## src/hdl/bms_pkg.sv

```systemverilog
package bms_pkg;

  // Datapath operations, one per controller step
  typedef enum logic [5:0] {
    OP_NOP,
    OP_LOAD,
    OP_SORT,
    OP_PROBE0,
    OP_FLAG,
    OP_UPDATE,
    OP_A1,
    OP_A2,
    OP_A3,
    OP_A4,
    OP_DONE,
    OP_A5,
    OP_A6,
    OP_P1,
    OP_P2,
    OP_P3,
    OP_P4,
    OP_P5,
    OP_P6,
    OP_P7,
    OP_P8,
    OP_P9,
    OP_P10,
    OP_DINIT,
    OP_DSTEP,
    OP_DFIN,
    OP_FIN1,
    OP_FIN2
  } op_e;

  typedef struct packed {
    op_e  op;
    logic en;
  } bms_cmd_t;

  typedef struct packed {
    logic phase_active;
    logic done_hit;
    logic para_ok;
    logic div_ok;
    logic div_last;
  } bms_stat_t;

  localparam logic [1:0] KIND_POINT = 2'd0;
  localparam logic [1:0] KIND_MIN   = 2'd1;
  localparam logic [1:0] KIND_IDLE  = 2'd2;

  localparam logic [1:0] PH_IDLE  = 2'd0;
  localparam logic [1:0] PH_FIRST = 2'd1;
  localparam logic [1:0] PH_ITER  = 2'd2;

  localparam logic REG_ABS_TOL = 1'b0;
  localparam logic REG_REL_TOL = 1'b1;

  localparam int TOL_WIDTH = 16;
  localparam int REL_SHIFT = 16;

  // (3 - sqrt 5)/2 scaled by 2^62
  localparam logic [63:0] GOLD_Q62 = 64'd1761507313596588285;

endpackage

```

## src/hdl/bms_ctrl.sv

```systemverilog
module bms_ctrl
  import bms_pkg::*;
(
  input  logic      clk_i,
  input  logic      rst_ni,
  input  logic      in_valid_i,
  output logic      in_stall_o,
  input  logic      req_type_i,
  output logic      out_valid_o,
  input  logic      out_stall_i,
  input  bms_stat_t stat_i,
  output bms_cmd_t  cmd_o
);

  typedef enum logic [5:0] {
    S_IDLE, S_SORT, S_PROBE0, S_FLAG, S_UPDATE, S_A1, S_A2, S_A3, S_A4, S_CHECK,
    S_DONE, S_A5, S_A6, S_PCHK, S_P1, S_P2, S_P3, S_P4, S_P5, S_P6, S_P7, S_P8,
    S_P9, S_P10, S_DCHK, S_DINIT, S_DSTEP, S_DFIN, S_FIN1, S_FIN2
  } state_e;

  state_e state_q, state_d;
  logic   out_valid_q, out_valid_d;
  logic   out_free, accept, emit;

  assign in_stall_o  = (state_q != S_IDLE);
  assign accept      = in_valid_i && (state_q == S_IDLE);
  assign out_free    = !out_valid_q || !out_stall_i;
  assign out_valid_o = out_valid_q;

  always_comb begin
    cmd_o.op = OP_NOP;
    cmd_o.en = 1'b1;
    unique case (state_q)
      S_IDLE:   begin cmd_o.op = OP_LOAD; cmd_o.en = accept; end
      S_SORT:   cmd_o.op = OP_SORT;
      S_PROBE0: begin cmd_o.op = OP_PROBE0; cmd_o.en = out_free; end
      S_FLAG:   begin cmd_o.op = OP_FLAG; cmd_o.en = out_free; end
      S_UPDATE: cmd_o.op = OP_UPDATE;
      S_A1:     cmd_o.op = OP_A1;
      S_A2:     cmd_o.op = OP_A2;
      S_A3:     cmd_o.op = OP_A3;
      S_A4:     cmd_o.op = OP_A4;
      S_CHECK:  cmd_o.op = OP_NOP;
      S_DONE:   begin cmd_o.op = OP_DONE; cmd_o.en = out_free; end
      S_A5:     cmd_o.op = OP_A5;
      S_A6:     cmd_o.op = OP_A6;
      S_PCHK:   cmd_o.op = OP_NOP;
      S_P1:     cmd_o.op = OP_P1;
      S_P2:     cmd_o.op = OP_P2;
      S_P3:     cmd_o.op = OP_P3;
      S_P4:     cmd_o.op = OP_P4;
      S_P5:     cmd_o.op = OP_P5;
      S_P6:     cmd_o.op = OP_P6;
      S_P7:     cmd_o.op = OP_P7;
      S_P8:     cmd_o.op = OP_P8;
      S_P9:     cmd_o.op = OP_P9;
      S_P10:    cmd_o.op = OP_P10;
      S_DCHK:   cmd_o.op = OP_NOP;
      S_DINIT:  cmd_o.op = OP_DINIT;
      S_DSTEP:  cmd_o.op = OP_DSTEP;
      S_DFIN:   cmd_o.op = OP_DFIN;
      S_FIN1:   cmd_o.op = OP_FIN1;
      S_FIN2:   begin cmd_o.op = OP_FIN2; cmd_o.en = out_free; end
      default:  cmd_o.en = 1'b0;
    endcase
  end

  assign emit = out_free && (state_q == S_PROBE0 || state_q == S_FLAG ||
                             state_q == S_DONE || state_q == S_FIN2);

  always_comb begin
    state_d = state_q;
    unique case (state_q)
      S_IDLE: begin
        if (accept) begin
          if (!req_type_i) state_d = S_SORT;
          else if (stat_i.phase_active) state_d = S_UPDATE;
          else state_d = S_FLAG;
        end
      end
      S_SORT:   state_d = S_PROBE0;
      S_PROBE0: if (out_free) state_d = S_IDLE;
      S_FLAG:   if (out_free) state_d = S_IDLE;
      S_UPDATE: state_d = S_A1;
      S_A1:     state_d = S_A2;
      S_A2:     state_d = S_A3;
      S_A3:     state_d = S_A4;
      S_A4:     state_d = S_CHECK;
      S_CHECK:  state_d = stat_i.done_hit ? S_DONE : S_A5;
      S_DONE:   if (out_free) state_d = S_IDLE;
      S_A5:     state_d = S_A6;
      S_A6:     state_d = S_PCHK;
      S_PCHK:   state_d = stat_i.para_ok ? S_P1 : S_FIN1;
      S_P1:     state_d = S_P2;
      S_P2:     state_d = S_P3;
      S_P3:     state_d = S_P4;
      S_P4:     state_d = S_P5;
      S_P5:     state_d = S_P6;
      S_P6:     state_d = S_P7;
      S_P7:     state_d = S_P8;
      S_P8:     state_d = S_P9;
      S_P9:     state_d = S_P10;
      S_P10:    state_d = S_DCHK;
      S_DCHK:   state_d = stat_i.div_ok ? S_DINIT : S_FIN1;
      S_DINIT:  state_d = S_DSTEP;
      S_DSTEP:  if (stat_i.div_last) state_d = S_DFIN;
      S_DFIN:   state_d = S_FIN1;
      S_FIN1:   state_d = S_FIN2;
      S_FIN2:   if (out_free) state_d = S_IDLE;
      default:  state_d = S_IDLE;
    endcase
  end

  always_comb begin
    out_valid_d = out_valid_q;
    if (out_valid_q && !out_stall_i) out_valid_d = 1'b0;
    if (emit) out_valid_d = 1'b1;
  end

  always_ff @(posedge clk_i or negedge rst_ni) begin
    if (!rst_ni) begin
      state_q     <= S_IDLE;
      out_valid_q <= 1'b0;
    end else begin
      state_q     <= state_d;
      out_valid_q <= out_valid_d;
    end
  end

endmodule

```

## config.mk

```make
export PLATFORM = sky130hd
export DESIGN_NAME = bms_ctrl
export DESIGN_NICKNAME = d
export VERILOG_FILES = /design/src/hdl/bms_pkg.sv /design/src/hdl/bms_ctrl.sv
export SDC_FILE = /design/constraint.sdc
export NUM_CORES = 1
export LEC_CHECK = 0
export ABC_AREA = 1
export BUFFER_PORTS_ARGS = -buffer_cell sky130_fd_sc_hd__buf_4
export CORE_MARGIN = 2
export CORE_UTILIZATION = 58
export CTS_BUF_LIST = sky130_fd_sc_hd__clkbuf_8
export DETAILED_ROUTE_END_ITERATION = 10
export GPL_TIMING_DRIVEN = 1
export PLACE_DENSITY = 0.8
export SETUP_SLACK_MARGIN = 0.02
export SKIP_CTS_REPAIR_TIMING = 1
export SYNTH_ARGS = -nofsm -noshare
export SYNTH_HDL_FRONTEND = slang
export SYNTH_SLANG_ARGS = --single-unit
export TNS_END_PERCENT = 100
```

## constraint.sdc

```tcl
create_clock -name clk_i -period 4.46 [get_ports clk_i]
set_clock_uncertainty 0.05 [all_clocks]
set_input_delay 0.669 -clock clk_i [delete_from_list [all_inputs] [get_ports clk_i]]
set_output_delay 0.669 -clock clk_i [all_outputs]
set_load 0.02 [all_outputs]
```

[After elaboration in Yosys (flattened, before gate mapping)]
Cells that the tools add are included.
Storage, ports and cells
  memories: 0
  word-level logic and storage cells: 62
  bits in read-only memories: 0
  latch bits: 0
  output and inout port bits: 9
  memory bits (writable): 0
  register bits: 7
Cells by class
  reduce and logical (&&, ||, !) cells: 15
  add/subtract/negate cells: 0
  shift operators: 0
  $lt $le $gt $ge: 0
  equality and inequality tests: 32
  bitwise operators: 0
  multiplexer cells: 13
  $mul: 0
  div/mod/pow operators: 0
Operators with widths (count)
  $pmux 6 s27: 1
  $pmux 5 s27: 1
  $eq 6x5->1 const B: 14
  $eq 6x4->1 const B: 8
  $reduce_or 25->1: 1
  $eq 6x3->1 const B: 4
  $mux 6: 3
  $eq 6x2->1 const B: 2
  $mux 3: 3
  $eq 6x1->1 const B: 1
  $logic_not 6->1: 1
  $reduce_bool 6->1: 1
  $mux 5: 1
  $logic_or 1x1->1: 4
  $ne 2x2->1 const B: 2
  $reduce_or 4->1: 1
  $logic_and 1x1->1: 3
  $mux 1: 3
  $pmux 1 s3: 1
  $reduce_and 3->1: 1
  $logic_not 1->1: 2
  $ne 2x1->1 const B: 1
  $reduce_bool 2->1: 1

[Depth between registers and ports, before layout]
Gate-level depths: netlist (run 1).
  word-level depth: 6
  mapped depth: 10

[Least setup slack after synthesis (run 1)]
No wires, ideal clock.
  path type: flip-flop to output port
  start point: register state_q[0]
  end point: output port cmd_o[0] (netlist name)
  required time: 3.741 ns
  arrival time: 1.388 ns
  path buffers: 1
  path slack: 2.353 ns
  cell stages (with the launch flop): 9
  path through: dfrtp_1 nor2_2 buf_2 nand3_1 nand2_1 nor2_1 nand2_1 nor2_1 nand3_1
RTL lines
  from (decl): RTL line bms_ctrl.sv:21  | state_e state_q, state_d;
  from (signal assigned): RTL line bms_ctrl.sv:125  | state_q <= state_d;
  to (decl): RTL line bms_ctrl.sv:12  | output bms_cmd_t cmd_o

==> impl_metrics.py, run 1 <==
metrics = {
    "clock_tree": {
        "cts_tree": "done",
        "cts_htree_levels": 1,
        "clk_transition_reported_paths_ns": 0.03,
        "clkLatencyLatePin_ns": 0.22,
        "cts_buffer_depth": 2,
        "cts_root_buf": "clkbuf_8",
        "clock-sinks": 6,
        "cts_buffers": 3,
    },
    "worst_setup_path": {
        "worstSetupPathType": "register to output port",
        "crit_path_cell_trace": "inv_2 -> nand3_1 -> nand2_2 -> nor2_4 -> nor2_1 -> nor2_1 -> nand3_1 -> buf_4",
        "cp.required_ns": 3.74,
        "crit_slowest_cell": "dfrtp_1",
        "critPathCaptureType": "output port",
        "critical_path.max_stage_delay_ns": 0.69,
        "arrival_ns": 2.14,
        "startpoint_type": "register",
        "crit_fanout": 18,
    },
    "final_layout": {
        "drive_above_1_share_pct": 18.13,
        "nets": 205,
        "layout.cells.non_filler": 209,
        "syn_to_final_growth_pct": 15.40,
        "num_antenna_cells": 0,
        "final_cell_area_mm2": 0.001125,
    },
    "placed_design": {
        "hpwl_um": 2266,
        "dpl_cell_area_mm2": 0.001084,
        "post-place-ws_ns": 1.883,
        "dp.cells": 206,
        "port_buffers": 17,
        "gp_congestion": 0.9678,
    },
    "timing": {
        "final_max_slew_viol_count": 0,
        "finalCritPeriodShare_pct": 64.13,
        "final-hold-violation-count": 0,
        "tightestPinTransition_ns": 0.5749,
        "min_period_ns": 2.860,
        "rsz0062_at_grt": "false",
        "maxClockFrequency_mhz": 349.6,
        "fin_tns_setup_ns": 0,
        "finalSetupViolCount": 0,
        "relSlewSlack_pct": 61.67,
        "fin_ws_ns": 1.600,
        "holdWs_ns": 0.1985,
    },
    "drt": {
        "routed-via-count": 1275,
        "viasPerCell": 6.100,
        "ant_nets": 0,
        "drtPass1Iterations": 4,
        "drtIter0Drc": 99,
        "wl_um": 2957,
        "wl_per_cell_um": 14.15,
        "drc": 0,
    },
    "floorplanning": {
        "die_w_um": 45.00,
        "initial_core_util_pct": 63.23,
        "core-area_mm2": 0.001541,
        "rows": 14,
        "ios": 19,
        "die_y_um": 45.00,
        "die-area_mm2": 0.002025,
    },
    "yosys": {
        "synth-edff-count": 0,
        "ys_types": 25,
        "syn_area_um2": 974.7,
        "yosys_warnings": 0,
        "synth_xor_area_share_pct": 0,
        "syn_nets": 189,
        "ys_top_cells_by_count": "56 x nand2_1, 33 x nor2_1, 28 x nand3_1",
        "synth.most_common_cell": "nand2_1",
        "yosys.area.top_type_share_pct": 21.57,
        "yosysSeqAreaShare_pct": 15.40,
        "synth_area_leader_cell": "nand2_1",
        "muxShareOfSynthArea_pct": 0,
        "ys_ff_latch": 6,
        "synthAdderAreaFrac_pct": 0,
        "async_flop_share_pct": 100.0,
        "synthSimpleGateAreaFrac_pct": 67.91,
        "synth_compound_area_share_pct": 5.777,
        "yosys-top-cells-area": "nand2_1 22%, dfrtp_1 15%, nand3_1 14%, nor2_1 13%, nand4_1 6.4%",
        "synth_top_family_by_area": "simple AND/OR/NAND/NOR gates",
        "ys.flop_type": "dfrtp_1",
        "synth_cells": 179,
        "synth_area_per_cell_um2": 5.445,
    },
    "global_route": {
        "met3_usage_pct": 3.600,
        "grt_pass1_vias": 1122,
        "grt_max_degree": 19,
        "met2_usage_pct": 56.57,
        "antenna_found_initial": 0,
        "met1_usage_pct": 42.79,
        "grt_pass1_wl_um": 4885,
        "grt_overflow_total": 0,
        "busiest_layer": "met2",
        "grt_use_total_pct": 33.72,
    },
    "status": {
        "status": "finished clean",
    },
    "pwr": {
        "vdd.ir_drop.worst_uv": 553.3,
        "p_leak_nw": 0.6891,
        "power_density_mw_per_mm2": 731.9,
    },
    "hold_path": {
        "hp-class": "input pin to asynchronous set/reset pin",
    },
    "run": {
        "cap_violations": 0,
    },
}
-- registers in the layout (all words and copies together), names as in the netlist --
register	flops
out_valid_o	1
state_q	5
-- routing by layer --
metal	up-vias	share of wire, %
met3	10	9.3
met5	-	0
met2	88	50
met4	0	2.9
met1	566	37
li1	611	-
-- worst paths after layout --
path	start	end	slack, ns	cells past startpoint
hold / removal	rst_ni	out_valid_o	0.20	1
setup / recovery	state_q[4]	cmd_o[0]	1.60	8
min in group clk_i	state_q[1]	state_q[1]	0.53	2
max in group asynchronous	rst_ni	state_q[1]	4.05	1
setup reg to reg	state_q[4]	state_q[2]	2.42	8
hold reg to reg	state_q[1]	state_q[1]	0.53	2
-- layout by cell type, fill, tap and decap left out --
master and count:
o211ai_1 1, nor3b_1 2, a21oi_1 2, nand4_1 10
nand3_2 2, clkbuf_8 3, o21ai_0 1, nand3_4 1
nor3_1 1, dfrtp_1 6, nand3_1 28, inv_1 14
o2111a_1 1, buf_4 17, a31oi_1 1, nand2_1 56
nor2_4 2, nand2_2 1, nand3b_1 1, nor2_1 33
conb_1 1, nor2_2 5, o21ai_4 1, inv_2 3
-- metrics by stage --
step           power (mW)  utilization (%)
3_3_place_gp       0.7159            70.29
4_1_cts            0.8142            72.97
5_1_grt            0.8864            72.97
3_5_place_dp       0.7266            70.29
6_report           0.8233            72.97
2_1_floorplan      0.5550                -
-- final cells by class --
| type | count | area (um^2) |
|---|---|---|
| multi-input cells | 150 | 721.9 |
| repair buffers | 17 | 127.6 |
| clock buffers | 3 | 41.29 |
| fillers | 134 | 416.7 |
| inverters | 17 | 63.81 |
| well taps | 16 | 20.02 |
| flip-flops and latches | 6 | 150.1 |
-- logic make-up after synthesis --
family | after synthesis
and+or+nand+nor | 142
other | 1
AOI/OAI and AO/OA | 7
DFF | 6
buffers and inverters | 23
-- critical path, delay by kind of cell (launching register included) --
| kind | cells | cell delay, ns |
|---|---|---|
| buffers and inverters | 2 | 0.46 |
| DFF | 1 | 0.69 |
| and+or+nand+nor | 6 | 0.77 |
-- power breakdown --
part	switching, mW	total [mW]	leakage, nW	internal, mW
sequential	0.0416	0.120	0.0770	0.0780
combinational	0.409	0.624	0.590	0.215
clock	0.0214	0.0792	0.0216	0.0578
Note: power is estimated with default switching activity, not from simulation.
==> run 2, diff against run 1 <==
--- a/config.mk
+++ b/config.mk
@@ -8,11 +8,11 @@
 export ABC_AREA = 1
 export BUFFER_PORTS_ARGS = -buffer_cell sky130_fd_sc_hd__buf_4
 export CORE_MARGIN = 2
-export CORE_UTILIZATION = 58
+export CORE_UTILIZATION = 57
 export CTS_BUF_LIST = sky130_fd_sc_hd__clkbuf_8
 export DETAILED_ROUTE_END_ITERATION = 10
 export GPL_TIMING_DRIVEN = 1
-export PLACE_DENSITY = 0.8
+export PLACE_DENSITY = 0.79
 export SETUP_SLACK_MARGIN = 0.02
 export SKIP_CTS_REPAIR_TIMING = 1
 export SYNTH_ARGS = -nofsm -noshare
==> constraint.sdc (replaced) <==
create_clock -name clk_i -period 2.9 [get_ports clk_i]
set_clock_uncertainty 0.05 [all_clocks]
set_input_delay 0.435 -clock clk_i [delete_from_list [all_inputs] [get_ports clk_i]]
set_output_delay 0.435 -clock clk_i [all_outputs]
set_load 0.02 [all_outputs]
==> impl_metrics.py, run 2 (synthesis results as in run 1) <==
metrics = {
    "status": {
        "status": "finished clean",
    },
    "timing": {
        "tightestPinTransition_ns": 0.5794,
        "final-hold-violation-count": 0,
        "final_max_slew_viol_count": 0,
        "fin_ws_ns": 0.3412,
        "finalCritPeriodShare_pct": 88.24,
        "finalSetupViolCount": 0,
        "rsz0062_at_grt": "false",
        "fin_tns_setup_ns": 0,
        "maxClockFrequency_mhz": 390.8,
        "relSlewSlack_pct": 61.38,
        "min_period_ns": 2.559,
    },
    "drt": {
        "wl_um": 2860,
        "ant_nets": 0,
        "viasPerCell": 5.972,
        "wl_per_cell_um": 13.55,
        "routed-via-count": 1260,
        "drc": 0,
        "drtPass1Iterations": 5,
        "drtIter0Drc": 104,
    },
    "final_layout": {
        "seqCellArea_um2": 150.1,
        "final_cell_area_mm2": 0.001142,
        "layout_common_cells": "56 x nand2_1, 33 x nor2_1, 28 x nand3_1",
        "largest_register_ffs": 5,
        "max_flop_register": "state_q",
        "drive_above_1_share_pct": 18.46,
        "layout.cells.non_filler": 211,
        "nets": 207,
        "num_antenna_cells": 0,
        "syn_to_final_growth_pct": 17.20,
        "fillCellCount": 147,
        "final_common_cell": "nand2_1",
        "multi_input_area_um2": 721.9,
    },
    "pwr": {
        "power_density_mw_per_mm2": 1113,
        "vdd.ir_drop.worst_uv": 776.9,
        "p_leak_nw": 0.6982,
        "total_power_mw": 1.271,
    },
    "floorplanning": {
        "initial_core_util_pct": 62.52,
        "ios": 19,
        "die_w_um": 45.35,
        "rows": 14,
        "die-area_mm2": 0.002057,
        "core-area_mm2": 0.001559,
        "die_y_um": 45.35,
    },
    "worst_setup_path": {
        "critPathCaptureType": "output port",
        "startpoint_type": "register",
        "crit_fanout": 18,
        "worstSetupPathType": "register to output port",
        "cp.required_ns": 2.41,
        "arrival_ns": 2.07,
    },
    "clock_tree": {
        "cts_tree": "done",
        "cts_htree_levels": 1,
        "cts_buffer_depth": 2,
        "clkLatencyLatePin_ns": 0.22,
        "cts_buffers": 3,
        "cts_root_buf": "clkbuf_8",
        "clock-sinks": 6,
        "clk_transition_reported_paths_ns": 0.04,
    },
    "placed_design": {
        "dp.cells": 207,
        "post-place-ws_ns": 0.6368,
        "port_buffers": 17,
        "gp_congestion": 1.014,
        "dpl_cell_area_mm2": 0.001091,
        "hpwl_um": 2177,
    },
    "global_route": {
        "antenna_found_initial": 0,
        "grt_overflow_total": 0,
        "grt_pass1_wl_um": 4574,
        "grt_use_total_pct": 30.54,
        "grt_max_degree": 19,
        "grt_pass1_vias": 1046,
    },
    "hold_path": {
        "hp-class": "input pin to register",
    },
    "run": {
        "cap_violations": 0,
    },
}
==> run 2: path summary, 6_finish.rpt <==
kind                             start     endpoint  slack [ns]  cells after the start
hold / removal             out_stall_i  out_valid_o        0.49                      3
min in group asynchronous       rst_ni  out_valid_o        0.51                      2
hold reg to reg             state_q[1]   state_q[1]        0.54                      2
max in group asynchronous       rst_ni   state_q[0]        2.17                      2
setup reg to reg            state_q[4]   state_q[1]        0.92                      8
setup / recovery            state_q[4]     cmd_o[0]        0.34                      8
==> run 2: critical path, stage by stage, from the launching register on <==
cell	delay, ns
dfrtp_1	0.70
inv_2	0.29
nand3_1	0.22
nand2_1	0.11
nor2_4	0.15
nor2_1	0.05
nor2_1	0.09
nand3_1	0.07
buf_4	0.16
==> run 2: routing by layer <==
layer	routed length, um	global-route usage [%]	up-vias
met5	0	0	-
met3	387	9.200	4
met4	33	9.412	0
li1	-	-	618
met1	1170	41.89	530
met2	1269	45.71	108
==> run 2: final cells by class <==
class	count	area share [%]
sequential	6	13.14
timing repair buffer	19	12.71
multi-input combinational	150	63.20
tap	16	1.752
clock buffer	3	3.614
inverter	17	5.586
==> run 2: report_power, final <==
group          switching [mW]  internal, mW  leakage [nW]
logic                   0.617         0.342         0.600
clock network          0.0353        0.0891        0.0216
registers              0.0679         0.120        0.0770
total                   0.720         0.551         0.698
==> run 2: metrics by stage <==
step,hold slack [ns],utilization [%]
final,0.4871,73.27
after global routing,0.5111,73.27
after CTS,-0.04113,72.63
after detailed placement,0.1948,69.98
after global placement,0.1928,69.98
after floorplan,0.08941,-
